**config.mk**
```make
export PLATFORM = sky130hd
export DESIGN_NAME = smm_ctrl
export DESIGN_NICKNAME = d
export VERILOG_FILES = /design/src/rtl/core/smm_pkg.sv /design/src/rtl/core/smm_ctrl.sv
export SDC_FILE = /design/constraint.sdc
export NUM_CORES = 1
export LEC_CHECK = 0
export BUFFER_PORTS_ARGS = -buffer_cell sky130_fd_sc_hd__buf_2
export CELL_PAD_IN_SITES_DETAIL_PLACEMENT = 1
export CELL_PAD_IN_SITES_GLOBAL_PLACEMENT = 2
export CORE_MARGIN = 4
export CORE_UTILIZATION = 32
export DETAILED_ROUTE_END_ITERATION = 8
export GPL_TIMING_DRIVEN = 0
export PLACE_DENSITY_LB_ADDON = 0.1
export RECOVER_POWER = 50
export SYNTH_ARGS = -nofsm -noshare
export SYNTH_HDL_FRONTEND = slang
export SYNTH_SLANG_ARGS = --single-unit
```
**constraint.sdc**
```tcl
create_clock -name clk -period 2.1 [get_ports clk]
set_input_delay 0 -clock clk [delete_from_list [all_inputs] [get_ports clk]]
set_output_delay 0 -clock clk [all_outputs]
set_load 0.05 [all_outputs]
```
**src/rtl/core/smm_pkg.sv**
```systemverilog
`timescale 1ns / 1ps
`default_nettype none
package smm_pkg;

	typedef enum logic [2:0] {
		REG_MIN_GAMMA2 = 3'd0,
		REG_X_LOWER    = 3'd1,
		REG_X_UPPER    = 3'd2,
		REG_Y_LOWER    = 3'd3,
		REG_Y_UPPER    = 3'd4,
		REG_BOUND_MASK = 3'd5
	} cfg_reg_t;

	// one datapath operation per cycle, issued by the controller
	typedef enum logic [4:0] {
		OP_NONE     = 5'd0,
		OP_LOAD     = 5'd1,
		OP_BAD      = 5'd2,
		OP_GMUL     = 5'd3,
		OP_GACC     = 5'd4,
		OP_AMUL1    = 5'd5,
		OP_AMUL2    = 5'd6,
		OP_AMUL3    = 5'd7,
		OP_AMUL4    = 5'd8,
		OP_AMUL5    = 5'd9,
		OP_AWRITE   = 5'd10,
		OP_AFIN     = 5'd11,
		OP_DIV1     = 5'd12,
		OP_DIV1END  = 5'd13,
		OP_DIV2     = 5'd14,
		OP_DIV2END  = 5'd15,
		OP_SQMUL    = 5'd16,
		OP_SQACC    = 5'd17,
		OP_RSTORE   = 5'd18,
		OP_OUT      = 5'd19
	} dp_op_t;

	typedef struct packed {
		dp_op_t     op;
		logic [1:0] comp;
		logic [1:0] part;
	} dp_cmd_t;

	typedef struct packed {
		logic sp_zero;
		logic sp_ok;
		logic region_ok;
		logic gamma_ok;
		logic rd_ok;
		logic div_busy;
		logic out_free;
	} dp_status_t;

	typedef struct packed {
		logic               command;
		logic [2:0]         species;
		logic [31:0]        weight;
		logic signed [31:0] mom_x;
		logic signed [31:0] mom_y;
		logic signed [31:0] mom_z;
		logic signed [31:0] pos_x;
		logic signed [31:0] pos_y;
	} item_t;

	typedef struct packed {
		logic [2:0]         species_out;
		logic [63:0]        weight_total;
		logic [31:0]        particle_count;
		logic signed [31:0] mean_x;
		logic signed [31:0] mean_y;
		logic signed [31:0] mean_z;
		logic [63:0]        spread_x;
		logic [63:0]        spread_y;
		logic [63:0]        spread_z;
		logic               empty_res;
		logic [31:0]        invalid_count;
		logic [31:0]        last_accepted_index;
	} result_t;

endpackage
`default_nettype wire

```
**src/rtl/core/smm_ctrl.sv**
```systemverilog
`timescale 1ns / 1ps
`default_nettype none
module smm_ctrl (
	input  logic               clk,
	input  logic               arst_n,
	input  logic               req_valid,
	input  logic               req_command,
	output logic               req_ready,
	input  smm_pkg::dp_status_t st,
	output smm_pkg::dp_cmd_t   cmd
);
	import smm_pkg::*;

	typedef enum logic [21:0] {
		ST_IDLE  = 22'h000001,
		ST_CHECK = 22'h000002,
		ST_GMUL  = 22'h000004,
		ST_GACC  = 22'h000008,
		ST_GTEST = 22'h000010,
		ST_A1    = 22'h000020,
		ST_A2    = 22'h000040,
		ST_A3    = 22'h000080,
		ST_A4    = 22'h000100,
		ST_A5    = 22'h000200,
		ST_AWR   = 22'h000400,
		ST_AFIN  = 22'h000800,
		ST_RHEAD = 22'h001000,
		ST_RWAIT = 22'h002000,
		ST_D1    = 22'h004000,
		ST_D1W   = 22'h008000,
		ST_D2    = 22'h010000,
		ST_D2W   = 22'h020000,
		ST_SQ    = 22'h040000,
		ST_SACC  = 22'h080000,
		ST_RST   = 22'h100000,
		ST_OUT   = 22'h200000
	} state_t;

	state_t     state_q, state_d;
	logic [1:0] comp_q, comp_d;
	logic [1:0] part_q, part_d;
	dp_op_t     op;

	always_comb begin
		state_d   = state_q;
		comp_d    = comp_q;
		part_d    = part_q;
		op        = OP_NONE;
		req_ready = 1'b0;
		unique case (state_q)
			ST_IDLE: begin
				req_ready = 1'b1;
				if (req_valid) begin
					op      = OP_LOAD;
					comp_d  = 2'd0;
					state_d = req_command ? ST_RHEAD : ST_CHECK;
				end
			end
			ST_CHECK: begin
				priority if (st.sp_zero) begin
					op      = OP_BAD;
					state_d = ST_IDLE;
				end else if (!st.sp_ok || !st.region_ok) begin
					state_d = ST_IDLE;
				end else begin
					state_d = ST_GMUL;
				end
			end
			ST_GMUL: begin
				op      = OP_GMUL;
				state_d = ST_GACC;
			end
			ST_GACC: begin
				op = OP_GACC;
				if (comp_q == 2'd2) begin
					comp_d  = 2'd0;
					state_d = ST_GTEST;
				end else begin
					comp_d  = comp_q + 2'd1;
					state_d = ST_GMUL;
				end
			end
			ST_GTEST: state_d = st.gamma_ok ? ST_A1 : ST_IDLE;
			ST_A1: begin
				op      = OP_AMUL1;
				state_d = ST_A2;
			end
			ST_A2: begin
				op      = OP_AMUL2;
				state_d = ST_A3;
			end
			ST_A3: begin
				op      = OP_AMUL3;
				state_d = ST_A4;
			end
			ST_A4: begin
				op      = OP_AMUL4;
				state_d = ST_A5;
			end
			ST_A5: begin
				op      = OP_AMUL5;
				state_d = ST_AWR;
			end
			ST_AWR: begin
				op = OP_AWRITE;
				if (comp_q == 2'd2) begin
					comp_d  = 2'd0;
					state_d = ST_AFIN;
				end else begin
					comp_d  = comp_q + 2'd1;
					state_d = ST_A1;
				end
			end
			ST_AFIN: begin
				op      = OP_AFIN;
				state_d = ST_IDLE;
			end
			ST_RHEAD: state_d = st.rd_ok ? ST_RWAIT : ST_OUT;
			ST_RWAIT: state_d = ST_D1;
			ST_D1: begin
				op      = OP_DIV1;
				state_d = ST_D1W;
			end
			ST_D1W: begin
				if (!st.div_busy) begin
					op      = OP_DIV1END;
					state_d = ST_D2;
				end
			end
			ST_D2: begin
				op      = OP_DIV2;
				state_d = ST_D2W;
			end
			ST_D2W: begin
				if (!st.div_busy) begin
					op      = OP_DIV2END;
					part_d  = 2'd0;
					state_d = ST_SQ;
				end
			end
			ST_SQ: begin
				op      = OP_SQMUL;
				state_d = ST_SACC;
			end
			ST_SACC: begin
				op = OP_SQACC;
				if (part_q == 2'd3) begin
					state_d = ST_RST;
				end else begin
					part_d  = part_q + 2'd1;
					state_d = ST_SQ;
				end
			end
			ST_RST: begin
				op = OP_RSTORE;
				if (comp_q == 2'd2) begin
					state_d = ST_OUT;
				end else begin
					comp_d  = comp_q + 2'd1;
					state_d = ST_RWAIT;
				end
			end
			ST_OUT: begin
				if (st.out_free) begin
					op      = OP_OUT;
					state_d = ST_IDLE;
				end
			end
			default: state_d = ST_IDLE;
		endcase
	end

	always_ff @(posedge clk or negedge arst_n) begin
		if (!arst_n) begin
			state_q <= ST_IDLE;
			comp_q  <= 2'd0;
			part_q  <= 2'd0;
		end else begin
			state_q <= state_d;
			comp_q  <= comp_d;
			part_q  <= part_d;
		end
	end

	assign cmd.op   = op;
	assign cmd.comp = comp_q;
	assign cmd.part = part_q;
endmodule
`default_nettype wire

```
* Word level (Yosys, flattened, before mapping)
Cells that the tools add are included.
** Operators by class
- $add $sub $neg :: 2
- $mul :: 0
- Div/mod/pow operators :: 0
- Magnitude comparators :: 0
- Eq/ne operators :: 30
- Shift-type cells :: 0
- Multiplexer cells :: 28
- Bitwise operators :: 0
- Reductions and logical operators :: 9
** Operators with widths (number)
- $pmux W22 S21 :: 1
- $mux W22 :: 6
- $pmux W5 S19 :: 1
- $eq A22 B1 Y1 const B :: 1
- $eq A22 B10 Y1 const B :: 1
- $eq A22 B11 Y1 const B :: 1
- $eq A22 B12 Y1 const B :: 1
- $eq A22 B13 Y1 const B :: 1
- $eq A22 B14 Y1 const B :: 1
- $eq A22 B15 Y1 const B :: 1
- $eq A22 B16 Y1 const B :: 1
- $eq A22 B17 Y1 const B :: 1
- $eq A22 B18 Y1 const B :: 1
- $eq A22 B19 Y1 const B :: 1
- $eq A22 B2 Y1 const B :: 1
- $eq A22 B20 Y1 const B :: 1
- $eq A22 B21 Y1 const B :: 1
- $eq A22 B22 Y1 const B :: 1
- $eq A22 B3 Y1 const B :: 1
- $eq A22 B4 Y1 const B :: 1
- $eq A22 B5 Y1 const B :: 1
- $eq A22 B6 Y1 const B :: 1
- $eq A22 B7 Y1 const B :: 1
- $eq A22 B8 Y1 const B :: 1
- other kinds (22) :: 40
** Word-level totals
- Register bits after elaboration :: 26
- Latch bits :: 0
- Bits in writable memories :: 0
- Bits in read-only memories :: 0
- Input port bits :: 11
- Output and inout port bits :: 10
- Word-level logic and storage cells :: 72
- Memories kept :: 0

* Longest topological paths before layout
Gate-level depths: netlist of run 1.
- Depth in word-level cells :: 5
- Gate-level depth with buffers :: 8
- Mapped depth without buffers :: 6

* Worst setup path after synthesis of run 1
No wires, ideal clock.
- Path kind :: reg-to-output
- Start point :: register state_q[16]
- End point :: output port cmd[4] in the netlist's numbering
- Arrival :: 2.371 ns
- Required time :: 2.100 ns
- Slack :: -0.271 ns
- Stages on the path, launching flop included :: 8
- Buffers on the path :: 2
- Cell sequence :: dfrtp_1 buf_2 or3_1 nor3_2 buf_2 and3_1 nand2_1 nand4b_1
** RTL lines
- start, declared :: line smm_ctrl.sv:39 : state_t state_q, state_d;
- start signal, assigned :: line smm_ctrl.sv:179 : state_q <= state_d;
- end, declared :: line smm_ctrl.sv:10 : output smm_pkg::dp_cmd_t cmd

* Final worst setup path of run 1
- Start point :: register state_q[2]
- End point :: register state_q[0]
** Between the ends
- Longest elaborated chain between the ends :: 3
- Elaborated cells on any way between the ends :: 27
- Classes of those cells :: 25 x eq/ne; 1 x mux; 1 x reduce/logical
** Ends and longest elaborated chain
- $eq A22 B16 Y1 (tied with other cells) :: line smm_ctrl.sv:50 : unique case (state_q)
- $ne A2 B2 Y1 (no line)
- $reduce_and A4 Y1 (no line)
Parallel ways exist; a longest one is shown, timed or not.
A chain may end at the register's enable or synchronous reset.

==> results of run 1 <==
==> cell usage after synthesis, types with 5 or more instances <==
library cell / instances
sky130_fd_sc_hd__and3_1: 8
sky130_fd_sc_hd__dfrtp_1: 25
sky130_fd_sc_hd__inv_1: 12
sky130_fd_sc_hd__nand2_1: 13
sky130_fd_sc_hd__nand2b_1: 5
sky130_fd_sc_hd__nand3_1: 9
sky130_fd_sc_hd__nor2_1: 15
sky130_fd_sc_hd__nor3_1: 6
sky130_fd_sc_hd__nor4b_1: 5
sky130_fd_sc_hd__o21ai_0: 12
sky130_fd_sc_hd__xor2_1: 5
==> registers in the layout (all words and copies together) (netlist names) <==
name,flops
part_q,2
comp_q,2
state_q,22
==> layer usage <==
metal | wire length (um) | global-route usage (%) | vias up | share of wire (%)
met3 | 306 | 2.574 | 9 | 4.6
li1 | - | - | 896 | -
met1 | 2857 | 23.50 | 979 | 43
met4 | 106 | 5.944 | 0 | 1.6
met5 | 0 | 0 | - | 0
met2 | 3441 | 33.97 | 57 | 51
==> timing repair <==
action | in CTS | in global routing
buffers inserted | 34 | 16
resized for setup | 64 | 27
pin swaps | 17 | 19
endpoints found under the setup margin | 16 | 15
hold endpoints to repair | 31 | 0
hold buffers | 5 | 0
==> metrics by stage <==
| step | instance area, um^2 | hold WS [ns] | total power, mW |
|---|---|---|---|
| final | 2811 | 0.02129 | 2.093 |
| after CTS | 2590 | 0.009850 | 1.929 |
| after global placement | 1979 | 0.05100 | 1.240 |
| after floorplan | 1792 | -0.2956 | 1.074 |
| after detailed placement | 1979 | 0.05873 | 1.250 |
| after global routing | 2811 | 0.04366 | 2.217 |
==> worst register-to-register path, cell delays in order, from the launching register on <==
cell and delay [ns]:
sky130_fd_sc_hd__dfrtp_2 0.44, sky130_fd_sc_hd__buf_4 0.16, sky130_fd_sc_hd__nor4b_1 0.95, sky130_fd_sc_hd__nand3_1 0.28, sky130_fd_sc_hd__and4b_1 0.27, sky130_fd_sc_hd__a31oi_1 0.15, sky130_fd_sc_hd__mux2i_1 0.10
==> area by class of cell <==
| cell class | count | area (um^2) |
|---|---|---|
| Multi-Input combinational cell | 153 | 1318 |
| Tap cell | 70 | 87.58 |
| Fill cell | 613 | 2459 |
| Sequential cell | 26 | 669.4 |
| Timing Repair Buffer | 75 | 600.6 |
| Inverter | 12 | 45.04 |
| Clock buffer | 4 | 55.05 |
| Buffer | 3 | 36.28 |
==> logic make-up after synthesis <==
| kind of cell | after synthesis |
|---|---|
| and+or+nand+nor | 101 |
| xor gates and xnor gates | 7 |
| muxes | 3 |
| adders and majority gates | 4 |
| buffers and inverters | 18 |
| AOI/OAI and AO/OA | 38 |
| DFF | 26 |
==> final timing paths <==
| path | cells past startpoint | startpoint | slack (ns) | end |
|---|---|---|---|---|
| max | 6 | state_q[2]$_DFFE_PN0P_ | -0.32 | state_q[0]$_DFFE_PN1P_ |
| min | 3 | req_valid | 0.02 | state_q[1]$_DFFE_PN0P_ |
| max reg2reg | 6 | state_q[2]$_DFFE_PN0P_ | -0.32 | state_q[0]$_DFFE_PN1P_ |
| min reg2reg | 1 | part_q[0]$_DFFE_PN0P_ | 0.51 | part_q[0]$_DFFE_PN0P_ |
| max in group asynchronous | 2 | arst_n | 0.52 | state_q[13]$_DFFE_PN0P_ |
| min in group asynchronous | 2 | arst_n | 0.60 | state_q[11]$_DFFE_PN0P_ |
==> power groups by stage <==
stage | Clock, mW | Sequential (mW) | Combinational (mW)
after floorplan | 0 | 0.579 | 0.496
after global routing | 0.390 | 0.579 | 1.25
after detailed placement | 0 | 0.584 | 0.666
after global placement | 0 | 0.582 | 0.658
final | 0.354 | 0.574 | 1.16
after CTS | 0.358 | 0.575 | 0.996
==> layout by cell type (no fill, tap or decap), types with 3 or more instances in the layout <==
| cell | n |
|---|---|
| sky130_fd_sc_hd__and3_1 | 6 |
| sky130_fd_sc_hd__and4b_1 | 4 |
| sky130_fd_sc_hd__buf_2 | 13 |
| sky130_fd_sc_hd__buf_4 | 44 |
| sky130_fd_sc_hd__buf_6 | 11 |
| sky130_fd_sc_hd__clkbuf_8 | 5 |
| sky130_fd_sc_hd__dfrtp_1 | 11 |
| sky130_fd_sc_hd__dfrtp_2 | 14 |
| sky130_fd_sc_hd__dlygate4sd3_1 | 5 |
| sky130_fd_sc_hd__ha_1 | 4 |
| sky130_fd_sc_hd__inv_1 | 12 |
| sky130_fd_sc_hd__mux2i_1 | 3 |
| sky130_fd_sc_hd__nand2_1 | 10 |
| sky130_fd_sc_hd__nand2b_1 | 4 |
| sky130_fd_sc_hd__nand3_1 | 5 |
| sky130_fd_sc_hd__nand3_2 | 3 |
| sky130_fd_sc_hd__nand4_1 | 4 |
| sky130_fd_sc_hd__nand4b_1 | 3 |
| sky130_fd_sc_hd__nor2_1 | 11 |
| sky130_fd_sc_hd__nor2_4 | 3 |
| sky130_fd_sc_hd__nor3_1 | 3 |
| sky130_fd_sc_hd__nor3_2 | 3 |
| sky130_fd_sc_hd__nor4_4 | 6 |
| sky130_fd_sc_hd__nor4b_1 | 4 |
| sky130_fd_sc_hd__o21ai_0 | 7 |
| sky130_fd_sc_hd__o21ai_1 | 4 |
| sky130_fd_sc_hd__or3_4 | 3 |
| sky130_fd_sc_hd__xor2_1 | 5 |
==> results.env, run 1 <==
DP.FINAL_HPWL_UM=4309
YOSYS.AREA.TOP_TYPE='sky130_fd_sc_hd__dfrtp_1'
POWER.CLOCK.FRACTION_PCT=16.9
CELL_INTERNAL_PWR_mW=1.232
CRIT_PATH_MAX_INCR_DELAY_NS=0.95
RSZ0062_AT_GRT='true'
FINALCRITPERIODSHARE_PCT=115.0
POSTLAYOUTCOREUTIL_PCT=53.35
CLK_PIN_SLEW_NS=0.10
CP_SLOWEST_CELL='sky130_fd_sc_hd__nor4b_1'
FP.DIEW_UM=82.80
DIE_HEIGHT_UM=82.80
OUTCOME='complete, but fails checks'
PRECTSSETUPSLACK_NS=-0.5136
FP-ROW-COUNT=26
MAXIMUM_NUMBER_OF_PINS_ON_ONE_NET_BEFORE_GLOBAL_ROUTE_REPAIR=27
FINAL.MIN_CLOCK_PERIOD_NS=2.415
TIMING.CRITICAL_PATH.BUF_INV=1
SYNTH-SEQ-CELLS=26
POWER.STATIC_LEAKAGE_nW=1.286
FINAL_HOLD_VIOLATION_COUNT=0
SYNTH.AVG_CELL_AREA_UM2=9.089
DETAIL_ROUTE.FIRST_PASS.ITERATIONS=4
FLOORPLAN.DIE_AREA_MM2=0.006856
P_SW_SHARE_PCT=41.11
NET-SWITCHING-POWER_mW=0.8603
CPLARGESTDELAYFAMILY='simple AND/OR/NAND/NOR gates'
VIAS=1941
WORSTPATHARRIVAL_NS=2.63
NUMCTSBUFFERS=3
TOTALWIRELENGTH_UM=6711
POST_DRT_VIA_CELL_RATIO=5.659
POST-ROUTE-DRC-COUNT=0
POWER.DENSITY_mW_PER_MM2=744.3
YOSYSUNIQUECELLTYPES=53
SYNTH_ADDER_AREA_SHARE_PCT=2.795
TIMING.FINAL.SETUP_VIOLATIONS=12
LAYOUT.CELLS.NON_FILLER=343
GRT.OVERFLOW.TOTAL=0
CRITICALPATHCATEGORY='register to register'
YOSYSTOPAREACELLSHARE_PCT=34.94
SYNTHMUXAREASHARE_PCT=1.677
REPORT.FINAL.SLEW_VIOL_COUNT=0
FIRST_PASS_GRT_WIRE_LENGTH_UM=10670
AREAGROWTHSYNTHTOFINISH_PCT=57.02
P_COMB_SHARE_PCT=55.7
POST-ROUTE-WORST-SETUP-SLACK_NS=-0.3155
SEQ_POWER_SHARE_PCT=27.4
GLOBALROUTETOTALUTIL_PCT=19.01
TIMING.SLEW.HEADROOM_PCT=0.01967
ROUTEDWLPERCELL_UM=19.57
REQ_TIME_CRIT_PATH_NS=2.32
DRIVE_GT1_SHARE_PCT=49.45
HOLD_PATH.CLASS='input pin to register'
CRIT_PATH_START_KIND='register'
MAX-CLOCK-PATH-BUFFERS=2
PORTBUFFERS=20
NUM_IO_PINS=21
SETUP-TNS-FINAL_NS=-1.678
POSTSYNTH.TOPFLOPCELL='sky130_fd_sc_hd__dfrtp_1'
CP_MAX_FO=6
SYNTH_TOP_FAMILY_BY_AREA='simple AND/OR/NAND/NOR gates'
POST_SYNTH_INSTANCE_AREA_MM2=0.001790
SYNTH-COMPOUND-AREA-SHARE_PCT=14.61
MAIN_AREA_CONTRIBUTORS_AFTER_SYNTHESIS='sky130_fd_sc_hd__dfrtp_1 (35%), sky130_fd_sc_hd__nor4_4 (3.6%), sky130_fd_sc_hd__o21ai_0 (3.4%)'
VDD_IR_DROP_MAX_V=0.0003674
CORE_AREA_MM2=0.005270
ROUTE.ANTENNA.REMAINING_NETS=0
SYNTH_SIMPLE_GATE_AREA_SHARE_PCT=36.97
NETS=289
CLOCK_LATENCY_NS=0.29
VIAS_IN_THE_FIRST_GLOBAL_ROUTE=2054
CRITICAL_PATH.ENDPOINT_TYPE='register'
ASYNCSETRESETFLOPFRACSYNTH_PCT=100.0
FLOORPLAN.INITIALDENSITY_PCT=33.97
DRT_ITER0_MARKERS=85
YOSYSSEQAREASHARE_PCT=36.41
MAXCAPVIOLATIONS=1
CRITICAL_PATH.CELL_CHAIN='buf_4 > nor4b_1 > nand3_1 > and4b_1 > a31oi_1 > mux2i_1'
GRT_ANTENNA_BEFORE_REPAIR=0
MAX_FREQ_MHz=414.0
FINALWEIGHTEDCONGESTION=0.8383
WORSTMARGINPINSLEW_NS=1.500
SYNTH_ENABLE_FLOP_CELLS=0
ANTENNA-DIODE-COUNT=0
FIN_SKEW_NS=0.007440
CTS_HTREE_LEVELS=1
NUMCLOCKSINKS=26
MAPPEDNETLISTNETS=212
TRITONCTS='built'
FAILED_CHECKS='max-capacitance violations, negative setup slack'
CLK_ROOT_BUFFER_CELL='sky130_fd_sc_hd__clkbuf_8'
SYNTH-WARNING-COUNT=0
POST-PLACE-CELLS=287
SYNTHESIS.INSTANCES=197
SYNTH_XOR_AREA_SHARE_PCT=3.424
Note: power is estimated with default switching activity, not from simulation.
==> inputs of run 2 (changes only) <==
--- a/config.mk
+++ b/config.mk
@@ -14,6 +14,7 @@
 export GPL_TIMING_DRIVEN = 0
 export PLACE_DENSITY_LB_ADDON = 0.1
 export RECOVER_POWER = 50
+export SKIP_LAST_GASP = 1
 export SYNTH_ARGS = -nofsm -noshare
 export SYNTH_HDL_FRONTEND = slang
 export SYNTH_SLANG_ARGS = --single-unit
==> run 2 against run 1 <==
  * The run still ends with max-capacitance violations, negative setup slack left
  * Hold slack hardly changed
  * Cell count stayed put
  * Power is 0.83% lower
  * Setup slack worse by 0.0031 ns
  * Core utilization is 0.33 points lower
  * Clock skew hardly changed
  * Global-route usage stayed put
  * Clock-buffer cell count stayed put
  * Via count is 1.6% lower
  * Maximum frequency is 0.13% lower
  * Sequential power hardly changed
==> results.env, run 2 (synthesis results as in run 1) <==
OUTCOME='complete, but fails checks'
FAILED_CHECKS='max-capacitance violations, negative setup slack'
FP-ROW-COUNT=26
CLK_ROOT_BUFFER_CELL='sky130_fd_sc_hd__clkbuf_8'
MAX_FFS_PER_REGISTER=22
TOTALWIRELENGTH_UM=6710
CP_SLOWEST_CELL='sky130_fd_sc_hd__nor4b_1'
MAX_FREQ_MHz=413.5
CRIT_PATH_MAX_INCR_DELAY_NS=0.95
VIAS=1910
CLOCK_LATENCY_NS=0.29
ROUTE.ANTENNA.REMAINING_NETS=0
GRT_ANTENNA_BEFORE_REPAIR=0
FINALWEIGHTEDCONGESTION=0.8383
CRITICALPATHCATEGORY='register to register'
SETUP.WORST_PATH.START='state_q[2]$_DFFE_PN0P_'
WORSTREG2REGEND='state_q[0]$_DFFE_PN1P_'
FIRST_PASS_GRT_WIRE_LENGTH_UM=10670
FIN_SKEW_NS=0.007387
LAYOUT_TOP_REGISTERS='state_q x22, comp_q x2, part_q x2'
FILLCELLCOUNT=615
FLOORPLAN.INITIALDENSITY_PCT=33.97
FLOORPLAN.DIE_AREA_MM2=0.006856
POST-ROUTE-WORST-SETUP-SLACK_NS=-0.3185
TIMING.HOLD.WORST.START='req_valid'
WORSTMARGINPINSLEW_NS=1.498
POWER.DENSITY_mW_PER_MM2=742.8
R2R_START='state_q[2]$_DFFE_PN0P_'
RSZ0062_AT_GRT='true'
NUMCTSBUFFERS=3
CLK_PIN_SLEW_NS=0.10
NUMCLOCKSINKS=26
CTS_HTREE_LEVELS=1
GRT_UTIL_MET2_PCT=33.97
TRITONCTS='built'
HOLD_PATH.CLASS='input pin to register'
CRITICAL_PATH.CELL_CHAIN='buf_4 > nor4b_1 > nand3_1 > and4b_1 > a31oi_1 > mux2i_1'
CP-ENDPOINT='state_q[0]$_DFFE_PN1P_'
DRT_ITER0_MARKERS=85
DIE_HEIGHT_UM=82.80
GLOBAL_ROUTE.USAGE.MET3_PCT=2.574
GLOBALROUTETOTALUTIL_PCT=19.01
FINAL.MIN_CLOCK_PERIOD_NS=2.419
GRT.OVERFLOW.TOTAL=0
TIMING.FINAL.SETUP_VIOLATIONS=12
VIAS_IN_THE_FIRST_GLOBAL_ROUTE=2054
CP_MAX_FO=6
LARGEST-REGISTER='state_q'
POST-ROUTE-DRC-COUNT=0
MAXIMUM_NUMBER_OF_PINS_ON_ONE_NET_BEFORE_GLOBAL_ROUTE_REPAIR=27
DRIVE_GT1_SHARE_PCT=48.72
PRECTSSETUPSLACK_NS=-0.5136
ROUTEDWLPERCELL_UM=19.56
FINALCRITPERIODSHARE_PCT=115.2
PORTBUFFERS=20
CORE_AREA_MM2=0.005270
GLOBAL_ROUTE.USAGE.MET1_PCT=23.50
FINAL_CELL_MIX='sky130_fd_sc_hd__buf_4 (46), sky130_fd_sc_hd__dfrtp_2 (14), sky130_fd_sc_hd__buf_2 (13), sky130_fd_sc_hd__nor2_1 (12), sky130_fd_sc_hd__inv_1 (12)'
ANTENNA-DIODE-COUNT=0
TOP_USAGE_LAYER='met2'
FINAL_HOLD_VIOLATION_COUNT=0
REG2REG_SETUP_SLACK_NS=-0.32
POST_DRT_VIA_CELL_RATIO=5.569
AREAGROWTHSYNTHTOFINISH_PCT=56.04
POSTLAYOUTCOREUTIL_PCT=53.02
FP.DIEW_UM=82.80
CRITICAL_PATH.ENDPOINT_TYPE='register'
TIMING.SLEW.HEADROOM_PCT=0.1248
LAYOUT.CELLS.MOST_COMMON='sky130_fd_sc_hd__buf_4'
NUM_IO_PINS=21
DETAIL_ROUTE.FIRST_PASS.ITERATIONS=4
DP.FINAL_HPWL_UM=4309
CRIT_PATH_START_KIND='register'
WORSTPATHARRIVAL_NS=2.64
POWER.STATIC_LEAKAGE_nW=1.281
REPORT.FINAL.SLEW_VIOL_COUNT=0
MAX-CLOCK-PATH-BUFFERS=2
P_TOTAL_mW=2.075
NETS=289
MAXCAPVIOLATIONS=1
FF2FF_PATH_DEPTH=6
REQ_TIME_CRIT_PATH_NS=2.32
VDD_IR_DROP_MAX_V=0.0003670
==> run 2: cell counts in the layout (fill, tap and decap cells not counted) <==
No cell type changed its count.
==> run 2: worst min path at each step <==
stage | to | cells after the start | slack, ns
after floorplan | comp_q[0]$_DFFE_PN0P_ | 0 | -0.30
after detailed placement | state_q[9]$_DFFE_PN0P_ | 1 | 0.06
final | state_q[1]$_DFFE_PN0P_ | 3 | 0.02
after CTS | state_q[1]$_DFFE_PN0P_ | 3 | 0.01
after global placement | state_q[9]$_DFFE_PN0P_ | 1 | 0.05
after global routing | state_q[2]$_DFFE_PN0P_ | 3 | 0.04
==> run 2: power by group <==
group	switching (mW)	internal (mW)
Clock	0.184	0.169
Combinational	0.626	0.521
Sequential	0.0402	0.535
Total	0.851	1.22
==> run 2: worst max-delay path, delay by kind of cell (launching register included) <==
kind                   cells  cell delay, ns
buffers and inverters      1            0.16
muxes                      1            0.10
DFF                        1            0.44
and+or+nand+nor            3            1.50
AOI/OAI and AO/OA          1            0.15
==> run 2: timing repair <==
action | 4_1_cts | 5_1_grt
hold buffers | 5 | 0
pin swaps | 17 | 18
hold endpoints to repair | 31 | 0
endpoints found under the setup margin | 16 | 15
gates resized for setup | 64 | 21
buffers inserted | 34 | 16
==> run 2: layer usage <==
layer  vias up  part of all wire [%]  routed length, um
met5         -                     0                  0
met2        43                    51               3435
li1        894                     -                  -
met3         9                   3.6                243
met1       964                    44               2924
met4         0                   1.6                106
==> run 2: layout make-up <==
class | instances | area (um^2) | area share [%]
clock buffers | 4 | 55.05 | 1.970
inverters | 12 | 45.04 | 1.612
repair buffers | 75 | 593.1 | 21.23
well taps | 70 | 87.58 | 3.135
flip-flops and latches | 26 | 669.4 | 23.96
plain buffers | 3 | 36.28 | 1.299
multi-input cells | 153 | 1308 | 46.80
==> run 2: metrics by stage <==
| stage | std cells | area (um^2) | hold WS [ns] | TNS [ns] |
|---|---|---|---|---|
| floorplan | 197 | 1792 | -0.2956 | -0.1010 |
| global placement | 287 | 1979 | 0.05100 | -3.069 |
| detailed placement | 287 | 1979 | 0.05873 | -3.585 |
| CTS | 327 | 2590 | 0.009850 | -0.9272 |
| global route | 343 | 2794 | 0.04332 | -3.092 |
| finish | 343 | 2794 | 0.02156 | -1.712 |
